### src/rtl/psv_pkg.sv
// ----------------------------------------------------------------------------
// psv_pkg
// shared types and widths for the plucked string voice and its divider
// ----------------------------------------------------------------------------
`default_nettype none

package psv_pkg;

  localparam int DIV_NUM_W = 48;
  localparam int DIV_DEN_W = 33;
  localparam int DIV_QUO_W = 16;

  // configuration register indexes
  localparam logic [2:0] CFG_DELAY_LENGTH = 3'd0;
  localparam logic [2:0] CFG_FILTER_ALPHA = 3'd1;
  localparam logic [2:0] CFG_FB_GAIN      = 3'd2;
  localparam logic [2:0] CFG_BODY_MIX     = 3'd3;
  localparam logic [2:0] CFG_PHASE_STEP   = 3'd4;

  typedef struct packed {
    logic                 start;
    logic [DIV_NUM_W-1:0] num;
    logic [DIV_DEN_W-1:0] den;
  } div_req_t;

  typedef struct packed {
    logic                 done;
    logic [DIV_QUO_W-1:0] quo;
  } div_rsp_t;

endpackage

`default_nettype wire

### src/rtl/psv_div.sv
// ----------------------------------------------------------------------------
// psv_div
// restoring divider, one quotient bit per cycle, quotient known to fit
// ----------------------------------------------------------------------------
`default_nettype none

module psv_div (
  input  wire logic             clk,
  input  wire logic             rst_n,
  input  wire psv_pkg::div_req_t req,
  output psv_pkg::div_rsp_t     rsp
);

  localparam int NW = psv_pkg::DIV_NUM_W;
  localparam int QW = psv_pkg::DIV_QUO_W;
  localparam int CW = $clog2(QW);

  logic          busy_r, busy_nxt;
  logic          done_r, done_nxt;
  logic [CW-1:0] cnt_r, cnt_nxt;
  logic [NW-1:0] rem_r, rem_nxt;
  logic [NW-1:0] dsh_r, dsh_nxt;
  logic [QW-1:0] quo_r, quo_nxt;
  logic          ge;

  assign ge = (rem_r >= dsh_r);

  always_comb begin
    busy_nxt = busy_r;
    done_nxt = 1'b0;
    cnt_nxt  = cnt_r;
    rem_nxt  = rem_r;
    dsh_nxt  = dsh_r;
    quo_nxt  = quo_r;
    if (req.start) begin
      busy_nxt = 1'b1;
      cnt_nxt  = CW'(QW - 1);
      rem_nxt  = req.num;
      dsh_nxt  = NW'(req.den) << (QW - 1);
      quo_nxt  = '0;
    end else if (busy_r) begin
      if (ge) begin
        rem_nxt = rem_r - dsh_r;
      end
      quo_nxt = {quo_r[QW-2:0], ge};
      dsh_nxt = dsh_r >> 1;
      cnt_nxt = cnt_r - 1'b1;
      if (cnt_r == '0) begin
        busy_nxt = 1'b0;
        done_nxt = 1'b1;
      end
    end
  end

  always_ff @(posedge clk) begin
    if (!rst_n) begin
      busy_r <= 1'b0;
      done_r <= 1'b0;
      cnt_r  <= '0;
    end else begin
      busy_r <= busy_nxt;
      done_r <= done_nxt;
      cnt_r  <= cnt_nxt;
    end
    rem_r <= rem_nxt;
    dsh_r <= dsh_nxt;
    quo_r <= quo_nxt;
  end

  assign rsp.done = done_r;
  assign rsp.quo  = quo_r;

endmodule

`default_nettype wire

### config.mk
export PLATFORM = sky130hd
export DESIGN_NAME = psv_div
export DESIGN_NICKNAME = d
export VERILOG_FILES = /design/src/rtl/psv_pkg.sv /design/src/rtl/psv_div.sv
export SDC_FILE = /design/constraint.sdc
export NUM_CORES = 1
export LEC_CHECK = 0
export ABC_AREA = 1
export CAP_MARGIN = 10
export CORE_MARGIN = 2
export CORE_UTILIZATION = 60
export DETAILED_ROUTE_END_ITERATION = 10
export DONT_BUFFER_PORTS = 1
export HOLD_SLACK_MARGIN = 0.08
export PLACE_DENSITY_LB_ADDON = 0.2
export SLEW_MARGIN = 20
export SYNTH_ARGS = -nofsm -noshare
export SYNTH_HDL_FRONTEND = slang
export SYNTH_SLANG_ARGS = --single-unit
### constraint.sdc
create_clock -name clk -period 7.6 [get_ports clk]
set_clock_uncertainty 0.2 [all_clocks]
set_input_delay 0.38 -clock clk [delete_from_list [all_inputs] [get_ports clk]]
set_output_delay 0.38 -clock clk [all_outputs]
set_load 0.03 [all_outputs]
; ---- After elaboration in Yosys (flattened, before gate mapping)
; Index checks and enable logic that the tools add are counted.
[op_classes]
n_addsub = 2
order_cmp = 1
n_mux = 11
bitwise_logic = 2
n_reduce_logical = 5
[ops]
columns = op, count
row1 = two-way mux 48 bit, 5
row2 = >= comparator 48 bit, 1
row3 = subtractor 48 bit, 1
row4 = two-way mux 4 bit, 2
row5 = zero test 4 bit, 1
row6 = two-way mux 1 bit, 4
row7 = nonzero test 2 bit, 2
row8 = "subtractor 4 x 1 -> 4 bit, second input constant", 1
row9 = OR reduction 3 bit, 1
row10 = inverter 1 bit, 2
row11 = AND reduction 2 bit, 1
[totals]
ff_bits = 118
wordCells = 28

; ---- Logic depth before layout (Yosys ltp)
; Gate-level depths: netlist (run 1).
[logic_depth]
word_depth = 4
mapped_depth = 16
ltp_nobuf = 15

; ---- Worst setup path after synthesis (run 1)
; No wires, ideal clock.
[synth_timing]
path_type = reg-to-reg
start = reg rem_r[0]
end = reg rem_r[0], enable pin
arrival_time_ps = 2482
slack_ps = 4332
stages_incl_launch_ff = 15
synth_period_minus_slack_ps = 3268
cell_sequence = edfxtp_1 -> inv_1 -> ha_1 -> inv_1 -> fa_1 -> nand3_1 -> nand3_2 -> nand2_1 -> nand2_1 -> nand2_1 -> nand2_1 -> nand3_1 -> nand4_1 -> nand2_1 -> nand2_1
[synth_via]
elab_chain_cells = 3
[synth_lines]
columns = item, line
row1 = from (decl), psv_div.sv:21  ; logic [NW-1:0] rem_r, rem_nxt;
row2 = from (signal assigned), psv_div.sv:65  ; rem_r <= rem_nxt;
row3 = >= comparator 48 bit, psv_div.sv:26  ; assign ge = (rem_r >= dsh_r);
row4 = nonzero test 2 bit (no line), -
row5 = AND reduction 2 bit (no line), -
; Every way passes these cells.
; A chain may end at the register's enable or synchronous reset.

; ---- Final worst setup path (run 1)
[layout_timing]
start = reg rem_r[0]
end = reg rem_r[45], enable pin
; Same word-level chain as after synthesis.

==> results of run 1 <==
-- final cells by class --
type | count | area share
Tap cell | 184 | 0.0216
Multi-Input combinational cell | 940 | 0.434
Timing Repair Buffer | 88 | 0.0834
Sequential cell | 118 | 0.298
Clock inverter | 14 | 0.0140
Inverter | 304 | 0.107
Clock buffer | 18 | 0.0423
-- per-layer routing --
layer	wire, um	up-vias	global-route usage	part of all wire
met5	0	-	0	0
met3	1780	50	0.0658	0.064
met4	855	0	0.133	0.031
li1	-	4442	-	-
met2	12600	351	0.574	0.46
met1	12300	3937	0.458	0.45
-- flip-flops by register name, indices dropped and copies added, names as in the netlist --
signal,cells
dsh_r,48
rem_r,48
busy_r,1
quo_r,16
cnt_r,4
done_r,1
-- synth_stat cells --
cell      count
clkbuf_1     17
buf_1         2
nand3_1      71
nand3_2       8
xnor2_1       9
buf_2         6
nor2_1       64
a31oi_1       1
a21oi_1      31
o22ai_1      27
xor2_1        2
fa_1          1
or2_2         9
o21ai_0      46
or2_1         3
nor4_1        1
and2_1        2
inv_2        11
clkinv_1      1
nand4_1      11
inv_1       292
nor3_2        1
nand2_2      18
buf_4         1
nor3_1        5
nor2_2       22
ha_1         49
a21boi_0      1
nand3b_1      7
o211ai_1      1
a221oi_1      1
dfxtp_1      37
o21bai_1      2
edfxtp_1     81
nor2_4        7
a21o_1        1
nand2_1     534
o21ai_1       5
-- critical path: stages, from the launching register on --
cell      delay, ns
edfxtp_1       0.32
inv_1          0.04
ha_1           0.18
inv_1          0.12
fa_1           0.31
nand3_1        0.12
nand3_2        0.13
nand2_1        0.06
nand2_1        0.18
nand2_1        0.08
nand2_1        0.15
nand3_1        0.09
nand4_1        0.12
nand2_1        0.11
nand2_2        0.22
buf_4          0.57
-- placed cells by master (no fill, tap or decap), types with 3 or more instances in the layout --
master / instances
or2_1: 3
nor3_1: 5
o21ai_1: 5
or2_2: 9
edfxtp_1: 81
xnor2_1: 9
clkbuf_16: 18
nand2_1: 533
nand2_2: 19
nand4_1: 11
nor2_1: 64
buf_4: 4
nand3_1: 71
nor2_2: 22
dfxtp_1: 37
ha_1: 49
o21ai_0: 46
nand3_2: 8
o22ai_1: 27
dlygate4sd3_1: 83
inv_2: 12
inv_8: 3
a21oi_1: 31
nor2_4: 7
nand3b_1: 7
inv_6: 7
inv_1: 291
-- cell families after synthesis --
| logic type | count (synthesis) |
|---|---|
| xor+xnor | 11 |
| compound gates | 116 |
| buf+inv | 330 |
| flops | 118 |
| fa+ha+maj | 50 |
| simple gates | 763 |
-- report_power, final --
part	leakage (nW)	switching (mW)	internal, mW
Sequential	1.13	0.0296	0.792
Clock	0.299	0.347	0.485
Combinational	4.04	0.813	0.398
-- per-stage QoR --
| stage | util | instance area, um^2 | setup WS [ns] | hold WS (ns) | instances |
|---|---|---|---|---|---|
| 6_report | 0.728 | 10700 | 4.18 | 0.268 | 1666 |
| 5_1_grt | 0.728 | 10700 | 3.98 | 0.285 | 1666 |
| 4_1_cts | 0.728 | 10700 | 4.22 | 0.251 | 1666 |
| 3_5_place_dp | 0.628 | 9200 | 4.28 | 0.274 | 1550 |
| 3_3_place_gp | 0.628 | 9200 | 4.36 | 0.245 | 1550 |
| 2_1_floorplan | - | 9040 | 4.33 | 0.232 | 1388 |
-- how the worst min path moves through the flow --
stage	slack, ns	to
6_report	0.27	rem_r[0]
5_1_grt	0.28	rem_r[0]
4_1_cts	0.25	rem_r[0]
3_5_place_dp	0.27	dsh_r[0]
3_3_place_gp	0.24	dsh_r[0]
2_1_floorplan	0.23	dsh_r[0]
-- timing repair --
action / CTS / global route
setup buffers: 0 / 0
hold endpoints to repair: 91 / 0
hold buffers: 84 / 0
endpoints found under the setup margin: 0 / 0
resized for setup: 0 / 0
==> run_results.csv, run 1 <==
group,metric,value,unit
die,die_h,127,um
sta,period_share,0.449,
routing,drc,0,
job,cap_violations,0,
final_layout,syn_to_final_growth,17.8,%
final_layout,seqCellArea,3170,um^2
setup_path,crit_fanout,39,
final_layout,multi_input_area,4620,um^2
clock_tree,cts_tree,"yes",
yosys,synth_top_cell_by_area,"edfxtp_1",
setup_path,startpoint,"rem_r[0]",
routing,vias,8780,
clock_tree,cts.reportedPaths.clkPinSlew,0.07,ns
clock_tree,cts_sinks,118,
global_route,grt_pass1_vias,8841,
clock_tree,h-tree-depth,4,
die,initial_core_util,0.618,
final_layout,fillers,1167,
routing,vias_per_cell,5.27,
final_layout,layout.nets,1603,
setup_path,endpoint,"rem_r[45]",
routing,drt_iter0_drc,725,
routing,drt_wl_total,27.6,mm
sta,max_freq,293,MHz
yosys,synth_fa_ha_area_frac,0.0700,
setup_path,r2r_setup_slack,4.18,ns
placement,hpwl,19.0,mm
final_layout,final_layout_size_suffix_gt1_frac,0.0776,
sta,hold_viol,0,
yosys,yosys.cell_types.count,38,
clock_tree,cts_root_buf,"clkbuf_16",
sta,relSlewSlack,0.540,
yosys,synth_top_family_by_area,"simple AND/OR/NAND/NOR gates",
sta,rsz0062_at_grt,"no",
routing,drt.antenna.violating_nets,0,
yosys,ys_ff_latch,118,
worst_hold_path,min_path_type,"primary input to flop",
die,dieWidth,127,um
sta,max_slew.worst_pin.slew,0.689,ns
worst_hold_path,hp-start,"req[81]",
routing,first_pass_iters,5,
setup_path,r2r_end,"rem_r[45]",
sta,fin_crit,3.42,ns
placement,gp_congestion,0.971,
yosys,synth_compound_area_frac,0.0699,
setup_path,cp-start-kind,"flop",
die,die_area,16100,um^2
worst_hold_path,min_delay_path_depth,2,
yosys,avgSynthCellArea,6.52,um^2
placement,numPortBuffers,0,
global_route,grt_use_total,0.349,
power,total_power,2.87,mW
power,powerDensity,269,nW/um^2
yosys,syn_area,9040,um^2
sta,fin_tns_setup,0,ns
global_route,gr-total-overflow,0,
yosys,syn-instance-count,1388,
setup_path,worstSetupPathType,"flop to flop",
yosys,ys_seq_area_frac,0.351,
die,rows,44,
clock_tree,cts_max_path_buffers,2,
yosys,yosys.area_share.simple,0.360,
power,vdd_ir_drop_max,0.255,mV
global_route,antenna_found_initial,0,
setup_path,reg2reg_from,"rem_r[0]",
setup_path,reg2reg_depth,15,
setup_path,crit_required,7.45,ns
yosys,synthXorXnorAreaFrac,0.0107,
sta,maxSlewViolCount,0,
yosys,synth_area_leaders,"edfxtp_1 27%, nand2_1 22%, inv_1 12%",
yosys,synth_top_area_share,0.269,
sta,setup_viol,0,
yosys,ys_warn_count,0,
clock_tree,cts_buffers,17,
routing,wl_per_cell,16.5,um
setup_path,cp_data_arrival_time,3.27,ns
yosys,syn-num-nets,1522,
die,fp.coreArea,14600,um^2
global_route,grt_max_degree,96,
setup_path,end_kind,"flop",
outcome,status,"completed",
final_layout,n_antenna_cell,0,
die,io_pins,101,
clock_tree,clk_latency,0.43,ns
power,power.leakage,5.47,nW
global_route,grt_pass1_wl,43.8,mm
yosys,synthMuxAreaShare,0,
Power figures use the tool's default switching activity.
==> inputs of run 2 (changes only) <==
CORE_UTILIZATION = 59   (was 60)
clock period = 3 ns   (was 7.6 ns; I/O delays follow)
==> run_results.csv, run 2 (synthesized netlist as in run 1, its figures left out) <==
group,metric,value,unit
routing,vias,8725,
routing,vias_per_cell,5.21,
die,io_pins,101,
sta,fin_crit,2.79,ns
die,die_area,16300,um^2
global_route,busiest_layer,"met2",
sta,max_slew.worst_pin.slew,0.699,ns
clock_tree,clk_latency,0.44,ns
sta,fin_tns_setup,0,ns
placement,hpwl,19.5,mm
setup_path,cp-start-kind,"flop",
routing,drc,0,
sta,rsz0062_at_grt,"no",
final_layout,largest_registers,"dsh_r: 48 flops, rem_r: 48 flops, quo_r: 16 flops",
setup_path,startpoint,"rem_r[28]",
final_layout,final_common_cell,"nand2_1",
worst_hold_path,hold_end,"rem_r[15]",
placement,numPortBuffers,0,
clock_tree,cts_tree,"yes",
global_route,gr-total-overflow,0,
setup_path,reg2reg_depth,10,
clock_tree,cts_setup_buffers,0,
sta,setup_viol,0,
clock_tree,cts_root_buf,"clkbuf_16",
power,p_int,4.27,mW
setup_path,worstSetupPathType,"flop to flop",
sta,whs,0.238,ns
setup_path,cp_data_arrival_time,2.72,ns
routing,first_pass_iters,5,
placement,post-place-ws,0.180,ns
final_layout,fin_util,0.712,
worst_hold_path,min_path_type,"primary input to flop",
sta,hold_viol,0,
clock_tree,h-tree-depth,4,
routing,drt_wl_total,26.8,mm
setup_path,crit_required,2.93,ns
setup_path,reg2reg_from,"rem_r[28]",
power,powerDensity,674,nW/um^2
die,dieWidth,128,um
global_route,use_met3,0.0605,
routing,drt_iter0_drc,571,
power,clockPowerShare,0.288,
clock_tree,cts_buffers,17,
routing,drt.antenna.violating_nets,0,
global_route,antenna_found_initial,0,
final_layout,mostFrequentLayoutCells,"533 x nand2_1, 291 x inv_1, 84 x dlygate4sd3_1",
power,swShare,0.410,
placement,dp_cells,1558,
placement,gp_congestion,0.993,
final_layout,syn_to_final_growth,18.7,%
sta,relSlewSlack,0.534,
die,die_h,128,um
power,sequentialPowerShare,0.287,
sta,timing.final.ws_setup,0.209,ns
setup_path,crit_fanout,23,
power,power.switching,2.97,mW
global_route,grt_use_total,0.339,
setup_path,end_kind,"flop",
die,rows,45,
sta,period_share,0.930,
setup_path,r2r_end,"rem_r[21]",
worst_hold_path,hp-start,"req[48]",
global_route,use_met2,0.567,
worst_hold_path,min_delay_path_depth,3,
global_route,met1_usage,0.439,
clock_tree,cts_max_path_buffers,2,
outcome,status,"completed",
sta,maxSlewViolCount,0,
global_route,grt_max_degree,98,
routing,wl_per_cell,16.0,um
job,cap_violations,0,
clock_tree,cts.reportedPaths.clkPinSlew,0.06,ns
final_layout,final_layout_size_suffix_gt1_frac,0.0807,
final_layout,layout.nets,1608,
power,vdd_ir_drop_max,0.514,mV
global_route,grt_pass1_vias,8684,
final_layout,stdcell_count,1675,
clock_tree,cts_sinks,118,
final_layout,n_antenna_cell,0,
global_route,grt_pass1_wl,42.6,mm
setup_path,r2r_setup_slack,0.21,ns
power,comb_power_share,0.425,
die,fp.coreArea,15100,um^2
die,initial_core_util,0.599,
power,power.leakage,5.51,nW
sta,max_freq,358,MHz
run 2: changes by cell type in the layout (fill, tap and decap cells not counted), moves of 2 or more:
cell	previous run	this run
buf_12	0	3
clkinv_4	2	4
inv_6	7	5
inv_8	3	1
run 2: final cells by class:
| type | count | area [um^2] |
|---|---|---|
| clock buffers | 19 | 464 |
| clock inverters | 13 | 133 |
| inverters | 304 | 1140 |
| multi-input cells | 940 | 4630 |
| fillers | 1260 | 4350 |
| repair buffers | 93 | 966 |
| well taps | 188 | 235 |
| flip-flops and latches | 118 | 3170 |
run 2: power by group through the flow:
stage               clock network, mW  registers [mW]  logic [mW]
finish                           2.08            2.08        3.07
global route                     2.16            2.10        3.45
CTS                              2.09            2.08        3.01
detailed placement                  0            2.11        2.88
global placement                    0            2.10        2.83
floorplan                           0            2.09        2.17
run 2: stage by stage:
step	total power, mW	area, um^2
finish	7.24	10700
global route	7.71	10700
CTS	7.18	10700
detailed placement	4.99	9270
global placement	4.93	9270
floorplan	4.26	9050
run 2: metal layers:
layer | part of all wire | vias up
met1 | 0.44 | 3910
met4 | 0.030 | 0
met2 | 0.46 | 321
li1 | - | 4440
met3 | 0.064 | 54
met5 | 0 | -
run 2: repair_timing:
item / in CTS / in global routing
setup endpoints to repair: 0 / 46
hold buffers: 85 / 0
resized for setup: 0 / 1
endpoints found under the hold margin: 91 / 0
run 2: worst max path at each step:
stage | end | slack, ns | depth (start not counted)
2_1_floorplan | rem_r[0] | 0.20 | 14
3_3_place_gp | rem_r[16] | 0.30 | 15
3_5_place_dp | rem_r[24] | 0.18 | 15
4_1_cts | rem_r[24] | 0.17 | 15
5_1_grt | rem_r[19] | 0.03 | 10
6_report | rem_r[21] | 0.21 | 10
run 2: critical path, stage by stage (launching register included):
cell	delay [ns]
edfxtp_1	0.41
ha_1	0.40
nand2_1	0.14
nor2_1	0.26
nand2_1	0.15
nor2_1	0.22
nand4_1	0.11
nand4_1	0.14
nand2_1	0.07
nand2_2	0.17
buf_12	0.21
==> inputs of run 3 (changes only) <==
CORE_UTILIZATION = 45   (was 59)
SKIP_CTS_REPAIR_TIMING = 1   (was unset)
==> run_results.csv, run 3 (synthesized netlist as in run 1, its figures left out) <==
group,metric,value,unit
global_route,antenna_found_initial,0,
clock_tree,cts_max_path_buffers,2,
setup_path,crit_required,2.89,ns
final_layout,layout.nets,1607,
clock_tree,h-tree-depth,4,
final_layout,syn_to_final_growth,19.4,%
routing,first_pass_iters,6,
sta,setup_viol,0,
global_route,grt_use_total,0.238,
placement,gp_congestion,0.966,
setup_path,crit_fanout,48,
power,powerDensity,658,nW/um^2
routing,wl_per_cell,14.5,um
clock_tree,cts.reportedPaths.clkPinSlew,0.06,ns
final_layout,fillers,1972,
sta,maxSlewViolCount,0,
final_layout,mostFrequentLayoutCells,"533 x nand2_1, 291 x inv_1, 84 x dlygate4sd3_1",
routing,drc,0,
final_layout,final_layout_size_suffix_gt1_frac,0.0794,
sta,max_freq,355,MHz
global_route,grt_max_degree,98,
power,vdd_ir_drop_max,0.400,mV
routing,vias,8349,
sta,fin_crit,2.81,ns
sta,rsz0062_at_grt,"no",
die,initial_core_util,0.462,
die,die_h,146,um
clock_tree,cts_buffers,17,
worst_hold_path,min_path_type,"primary input to flop",
global_route,gr-total-overflow,0,
final_layout,largest_registers,"dsh_r: 48 flops, rem_r: 48 flops, quo_r: 16 flops",
die,io_pins,101,
final_layout,final_common_cell,"nand2_1",
clock_tree,cts_tree,"yes",
clock_tree,cts_root_buf,"clkbuf_16",
global_route,grt_pass1_wl,40.4,mm
die,rows,51,
routing,drt_iter0_drc,542,
sta,period_share,0.938,
power,power.leakage,5.49,nW
die,fp.coreArea,19600,um^2
setup_path,cp_data_arrival_time,2.71,ns
placement,numPortBuffers,0,
sta,max_slew.worst_pin.slew,0.664,ns
routing,vias_per_cell,4.77,
sta,hold_viol,0,
placement,hpwl,19.4,mm
final_layout,fin_util,0.551,
setup_path,end_kind,"flop",
job,cap_violations,0,
clock_tree,cts_sinks,118,
final_layout,n_antenna_cell,0,
global_route,grt_pass1_vias,7716,
setup_path,cp-start-kind,"flop",
die,dieWidth,146,um
sta,fin_tns_setup,0,ns
sta,relSlewSlack,0.557,
outcome,status,"completed",
clock_tree,clk_latency,0.42,ns
routing,drt.antenna.violating_nets,0,
routing,drt_wl_total,25.5,mm
setup_path,worstSetupPathType,"flop to flop",
die,die_area,21200,um^2
run 3: cell types whose count changed in the layout (fill, tap and decap cells not counted), sizes merged:
| cell | change |
|---|---|
| clkbuf | +2 |
| inv | -2 |
| buf | -1 |
| bufinv | -1 |
| clkinvlp | +1 |
run 3: through the flow:
stage | hold WS [ns] | power [mW] | instances | setup slack, ns | instance area [um^2]
after floorplan | 0.0744 | 4.26 | 1388 | 0.205 | 9050
after global placement | 0.0797 | 4.96 | 1634 | 0.342 | 9350
after detailed placement | 0.0847 | 4.99 | 1634 | 0.230 | 9350
after CTS | -0.351 | 7.02 | 1666 | 0.212 | 9930
after global routing | 0.261 | 7.66 | 1751 | 0.0317 | 10800
final | 0.248 | 7.10 | 1751 | 0.186 | 10800
run 3: where the power goes:
| part | internal, mW | total (mW) | leakage [nW] | switching [mW] |
|---|---|---|---|---|
| Combinational | 1.02 | 3.02 | 4.07 | 2.00 |
| Clock | 1.21 | 2.01 | 0.292 | 0.802 |
| Sequential | 2.01 | 2.07 | 1.13 | 0.0676 |
run 3: layout make-up:
type | instances | area [um^2] | share of cell area
Clock buffer | 21 | 503 | 0.0466
Clock inverter | 11 | 82.6 | 0.00765
Inverter | 304 | 1140 | 0.106
Multi-Input combinational cell | 940 | 4620 | 0.428
Sequential cell | 118 | 3170 | 0.294
Tap cell | 265 | 332 | 0.0307
Timing Repair Buffer | 92 | 946 | 0.0876
run 3: routing by layer:
layer,global-route usage,up-vias,share of wire
met5,0,-,0
met4,0.0627,0,0.018
met3,0.0461,26,0.044
met1,0.343,3674,0.50
li1,-,4438,-
met2,0.365,211,0.44
run 3: critical path, cell delays in order, from the launching register on:
cell and delay [ns]:
edfxtp_1 0.37, ha_1 0.39, nand2_2 0.11, nor2_1 0.28, nand2_1 0.15, o21ai_0 0.30
nand2_1 0.08, nand4_1 0.11, nand2_1 0.08, nand2_2 0.08, buf_12 0.27
run 3: path summary, 6_finish.rpt:
kind	slack, ns	endpoint	cells past startpoint	from
max	0.19	rem_r[18]	10	rem_r[31]
min	0.25	dsh_r[47]	3	req[32]
max reg2reg	0.19	rem_r[18]	10	rem_r[31]
min reg2reg	0.27	dsh_r[0]	2	dsh_r[0]
